## config.mk

```make
export PLATFORM = sky130hd
export DESIGN_NAME = gnz_fade
export DESIGN_NICKNAME = d
export VERILOG_FILES = /design/src/design/gnz_pkg.sv /design/src/design/gnz_fade.sv
export SDC_FILE = /design/constraint.sdc
export NUM_CORES = 2
export LEC_CHECK = 0
export BUFFER_PORTS_ARGS = -buffer_cell sky130_fd_sc_hd__buf_2
export CORE_MARGIN = 10
export CORE_UTILIZATION = 49
export DETAILED_ROUTE_END_ITERATION = 10
export GPL_ROUTABILITY_DRIVEN = 0
export GPL_TIMING_DRIVEN = 0
export PLACE_DENSITY = 0.74
export SYNTH_ARGS = -nofsm -noshare
export SYNTH_HDL_FRONTEND = slang
export SYNTH_SLANG_ARGS = --single-unit
```

## constraint.sdc

```tcl
create_clock -name clk -period 21 [get_ports clk]
set_input_delay 0 -clock clk [delete_from_list [all_inputs] [get_ports clk]]
set_output_delay 0 -clock clk [all_outputs]
set_load 0.05 [all_outputs]
```

## src/design/gnz_pkg.sv

```systemverilog
// Shared types and constants for the 3-D gradient noise block.
// No dependencies.
package gnz_pkg;

	localparam int FRAC_BITS_DEF  = 16;
	localparam int COORD_BITS_DEF = 32;

	typedef enum logic {
		OP_EVAL = 1'b0,
		OP_LOAD = 1'b1
	} op_t;

	// gradient selection by the low hash nibble
	localparam logic [3:0] GR_SPLIT_U = 4'd8;
	localparam logic [3:0] GR_SPLIT_V = 4'd4;
	localparam logic [3:0] GR_V_X0    = 4'd12;
	localparam logic [3:0] GR_V_X1    = 4'd14;

	// permutation table write, one per load transfer
	typedef struct packed {
		logic       en;
		logic [7:0] idx;
		logic [7:0] val;
	} perm_wr_t;

endpackage

```

## src/design/gnz_fade.sv

```systemverilog
// Quintic fade 6t^5 - 15t^4 + 10t^3, three register stages; two multiplies in the first, one in each of the others.
// Depends on gnz_pkg.
module gnz_fade
	import gnz_pkg::*;
#(
	parameter int FRAC_BITS = FRAC_BITS_DEF
) (
	input  logic                 clk,
	input  logic                 en,
	input  logic [FRAC_BITS-1:0] t,
	output logic [FRAC_BITS:0]   fade
);

	localparam int F = FRAC_BITS;
	localparam logic signed [F+4:0] FIFTEEN = (F+5)'(15) <<< F;
	localparam logic signed [F+4:0] TEN     = (F+5)'(10) <<< F;

	logic [F-1:0]          t_s2, t2_s2, t3_s3;
	logic signed [F+4:0]   m_s2;
	logic [F+3:0]          inner_s3;
	logic [F:0]            fade_s4;
	logic [F+2:0]          six_t;
	logic signed [F+4:0]   lin;
	logic [2*F-1:0]        sq, cube;
	logic signed [2*F+5:0] pm;
	logic signed [F+4:0]   inner;
	logic [2*F+3:0]        pf;

	assign six_t = {1'b0, t, 2'b00} + {2'b00, t, 1'b0};
	assign lin   = $signed({2'b00, six_t}) - FIFTEEN;
	assign sq    = t * t;
	assign pm    = $signed({1'b0, t}) * lin;
	assign cube  = t2_s2 * t_s2;
	assign inner = m_s2 + TEN;
	assign pf    = t3_s3 * inner_s3;

	always_ff @(posedge clk) begin
		if (en) begin
			t_s2     <= t;
			t2_s2    <= sq[2*F-1:F];
			m_s2     <= pm[2*F+4:F];
			t3_s3    <= cube[2*F-1:F];
			inner_s3 <= inner[F+3:0];
			fade_s4  <= pf[2*F:F];
		end
	end

	assign fade = fade_s4;

endmodule

```

**Word level (Yosys, flattened, before mapping)**

Index checks and enable logic that the tools add are counted.

- $add $sub $neg: 3
- Multiply operators: 4
- Divide/modulo/power cells: 0
- Order comparisons: 0
- Equality and inequality tests: 0
- Shifts and indexed selects: 0
- Mux-type cells: 0
- Bitwise operators: 0
- Reduce and logical (&&, ||, !) cells: 0

Operators by type and width:

| kind | number |
|---|---|
| 16-bit by 16-bit multiplier with 32-bit output | 2 |
| 17-bit by 21-bit multiplier with 36-bit output | 1 |
| 16-bit by 20-bit multiplier with 33-bit output | 1 |
| 19-bit by 20-bit subtractor with 21-bit output (second input constant) | 1 |
| 20-bit adder (second input constant) | 1 |
| 18-bit by 17-bit adder with 19-bit output | 1 |

- Flip-flop bits (word level): 105
- Bits in latches: 0
- RAM bits: 0
- Memory bits (read-only): 0
- Input port bits: 18
- Output and inout port bits: 17
- Word-level logic and storage cells: 13
- Memories: 0

**Longest topological paths before layout**

- Depth in word-level cells: 3
- Depth in mapped cells: 36
- Mapped depth without buffers: 34

**Worst setup path before layout**

No wires, ideal clock.

- Path kind: in2reg
- Start: in t[1]
- End: reg m_s2[12] (data pin)
- Library setup time: 0.262 ns
- Arrival time: 7.455 ns
- Setup slack: 13.283 ns
- Stages: 32
- Path buffers: 2
- Cell sequence: clkbuf_1 > inv_1 > ha_1 > inv_1 > ha_1 > ha_1 > a21oi_1 > o31ai_2 > a31oi_1 > nor3_1 > nor3_1 > xnor2_1 > clkbuf_1 > and2_1 > fa_1 > inv_1 > fa_1 > fa_1 > inv_1 > fa_1 > fa_1 > inv_1 > fa_1 > inv_1 > ha_1 > a222oi_1 > nor4b_1 > nand4_1 > a31o_2 > a21oi_1 > o21bai_1 > xor2_1

- Cells in the longest elaborated chain, start to end: 3

Ends and longest elaborated chain:

| what | line | text |
|---|---|---|
| from (decl) | gnz_fade.sv:10 | `input logic [FRAC_BITS-1:0] t,` |
| 18-bit by 17-bit adder with 19-bit output | gnz_fade.sv:29 | `assign six_t = {1'b0, t, 2'b00} + {2'b00, t, 1'b0};` |
| 19-bit by 20-bit subtractor with 21-bit output | gnz_fade.sv:30 | `assign lin = $signed({2'b00, six_t}) - FIFTEEN;` |
| 17-bit by 21-bit multiplier with 36-bit output (*) | gnz_fade.sv:32 | `assign pm = $signed({1'b0, t}) * lin;` |
| via pm[28] | gnz_fade.sv:25 | `logic signed [2*F+5:0] pm;` |
| to (signal assigned) | gnz_fade.sv:41 | `m_s2 <= pm[2*F+4:F];` |
| to (decl) | gnz_fade.sv:19 | `logic signed [F+4:0] m_s2;` |

The timed path passes the listed nets; every way through them passes the cells marked *.
A chain may end at the register's enable or synchronous reset.

**Worst setup path after layout**

- Start: in t[1]
- End: reg m_s2[19] (data pin)

Same word-level chain as after synthesis.

==> results.py <==
metrics = {
    "outcome": {
        "outcome": "finished clean",
    },
    "clocking": {
        "numCtsBuffers": 9,
        "htree_num_levels": 3,
        "clk_transition_reported_paths_ps": 70,
        "cts_resized": 0,
        "clockBufferDepth": 2,
        "cts_tree": "yes",
        "clock-sinks": 105,
        "insertion_delay_ps": 400,
        "root_buffer": "clkbuf_16",
        "postCtsSetupBuffers": 0,
        "cts_hold_buf": 0,
    },
    "route": {
        "drt_pre_antenna_iters": 6,
        "drc": 0,
        "vias": 27400,
        "vias_per_cell": 5.26,
        "antenna_left": 0,
        "wire_per_inst_um": 18.1,
        "drt-total-wl_um": 94300,
        "dr.first_iter.drc_count": 1931,
    },
    "setup_path": {
        "crit_buf_inv": 9,
        "arrival_ps": 10840,
        "worstSetupPathType": "input pin to flop",
        "end_kind": "flop",
        "start_kind": "input pin",
        "cp_max_fo": 10,
        "critPathSlowestCell": "xnor2_1",
        "critPathRequiredTime_ps": 21110,
        "crit_family": "adder cells",
        "slowest_delay_ps": 660,
    },
    "floorplan": {
        "start_util_pct": 49.3,
        "die_y_um": 301,
        "dieArea_mm2": 0.0909,
        "core_area_mm2": 0.0787,
        "die_w_um": 301,
        "ioPinCount": 35,
        "fp-row-count": 103,
    },
    "yosys": {
        "yosysWarningCount": 0,
        "synthCells": 4103,
        "synth.distinct_cells": 67,
        "yosys.area.top_type_share_pct": 46.0,
        "ys.flop_type": "edfxtp_1",
        "syn_nets": 5441,
        "synth-async-reset-ratio_pct": 0,
        "yosysSeqAreaShare_pct": 8.13,
        "avgSynthCellArea_um2": 9.46,
        "yosysTopAreaCell": "fa_1",
        "yosys-top-cells-area": "fa_1 46%, ha_1 14%, inv_1 11%, edfxtp_1 8.1%, and2_1 5.9%",
        "syn_area_mm2": 0.0388,
        "synth_edf_count": 105,
        "ys_seq_elements": 105,
    },
    "sta": {
        "worst_pin_slew_ps": 1120,
        "setup-violations-final": 0,
        "final_max_slew_viol_count": 0,
        "tns_ps": 0,
        "fin_crit_sh_pct": 51.1,
        "timing_hold_violations_final": 0,
        "rsz0062_at_grt": "false",
        "clock.fmax_ghz": 0.0932,
        "slew-limit-headroom_pct": 24.5,
        "min_period_ps": 10730,
        "skew_ps": 24.9,
    },
    "global_routing": {
        "met3_usage_pct": 4.34,
        "grt-ovfl-total": 0,
        "grt_pass1_wl_um": 155000,
        "met1_usage_pct": 28.3,
        "antenna_found_initial": 3,
        "grt_pass1_vias": 30000,
        "grtUsageTotal_pct": 21.8,
        "grt_max_degree": 67,
        "grt.met2_usage_pct": 36.1,
        "grt-busiest-layer": "met2",
    },
    "layout": {
        "layout_common_cells": "1109 x inv_1, 892 x fa_1, 573 x nand2_1",
        "fillers": 7047,
        "final_nets": 5487,
        "final_common_cell": "inv_1",
        "area_growth_syn_to_layout_pct": 4.72,
        "drive_gt1_share_pct": 1.78,
    },
    "placed_design": {
        "dp_hpwl_um": 79500,
        "io_buffers": 34,
    },
    "flow_run": {
        "maxCapViolCount": 0,
    },
    "worst_hold_path": {
        "hold_class": "input pin to flop",
    },
}
-- worst register-to-register path, stage by stage (launching register included) --
cell and delay [ps]:
edfxtp_1 500, clkbuf_1 570, nand2_1 190, fa_1 580
inv_1 60, fa_1 540, inv_1 60, fa_1 490
fa_1 550, inv_1 50, fa_1 480, inv_1 60
fa_1 480, inv_1 50, ha_1 260, nand2_1 90
o21ai_0 100, a21oi_1 630, a211oi_2 230, o221ai_2 380
o211ai_2 170, a21oi_1 340, o21bai_1 120, xor2_1 180
-- final timing paths --
kind | start | to | slack [ps] | cells after the start
max | t[1] | m_s2[19] | 10270 | 33
min | t[7] | t_s2[7] | 20 | 1
max reg2reg | t2_s2[10] | t3_s3[13] | 13590 | 23
min reg2reg | m_s2[12] | inner_s3[12] | 410 | 0
-- metal layers --
metal / share of wire, % / vias to the layer above
li1: - / 12100
met4: 3.6 / 0
met2: 48 / 1152
met1: 39 / 13900
met3: 9.2 / 264
met5: 0 / -
-- layout make-up --
cell class	instances	area, µm²	share of cell area, %
multi-input cells	2744	30900	76.1
inverters	1112	4170	10.3
flip-flops and latches	105	3150	7.76
well taps	1050	1310	3.23
plain buffers	142	549	1.35
clock buffers	10	229	0.563
repair buffers	35	200	0.493
clock inverters	6	83.8	0.206
diodes	2	5.00	0.0123
-- logic make-up (layout without fill, tap and decap cells) --
family,after synthesis,in the layout,synth area share (%)
adder cells (fa/ha/maj),1320,1320,59.8
buffers and inverters,1254,1305,12.2
AND/OR/NAND/NOR,1090,1090,13.4
AO/OA/AOI/OAI,212,212,3.71
XOR/XNOR,120,120,2.75
flip-flops,105,105,8.13
multiplexers,2,2,0.0580
other,0,2,0
-- sequential cells by signal, summed over array words and instances, names as in the netlist --
register	cells
fade	17
inner_s3	20
m_s2	20
t2_s2	16
t3_s3	16
t_s2	16
-- per-stage QoR --
stage | util (%) | area, µm² | std cells | worst slack, ps | hold slack [ps]
2_1_floorplan | - | 38800 | 4103 | 13280 | 98.9
3_3_place_gp | 51.2 | 40300 | 5187 | 10200 | 401
3_5_place_dp | 51.2 | 40300 | 5188 | 10120 | 405
4_1_cts | 51.6 | 40600 | 5204 | 10490 | 5.49
5_1_grt | 51.6 | 40600 | 5204 | 9870 | 4.83
6_report | 51.6 | 40600 | 5206 | 10270 | 19.4
-- cell usage after synthesis, drive strengths merged (2+ instances only) --
cell type,n
inv,1110
fa,892
nand2,573
ha,428
and2,366
clkbuf,135
edfxtp,105
xnor2,74
nor2,73
a21oi,71
xor2,46
a21o,37
o21ai,28
o21a,17
nand4,13
nand3,12
nor2b,12
nor3,12
a31oi,8
buf,7
nand2b,7
a211oi,6
o211ai,6
a41oi,5
and3,5
o21bai,5
or3,4
a211o,3
and4,3
nor3b,3
or2,3
a21boi,2
a22o,2
a311o,2
a31o,2
clkinv,2
mux2,2
nor4b,2
o221ai,2
o31ai,2
Power is left out: the tool's default activity adds up to more than one toggle a clock period on the data nets, which glitch-free logic cannot reach.
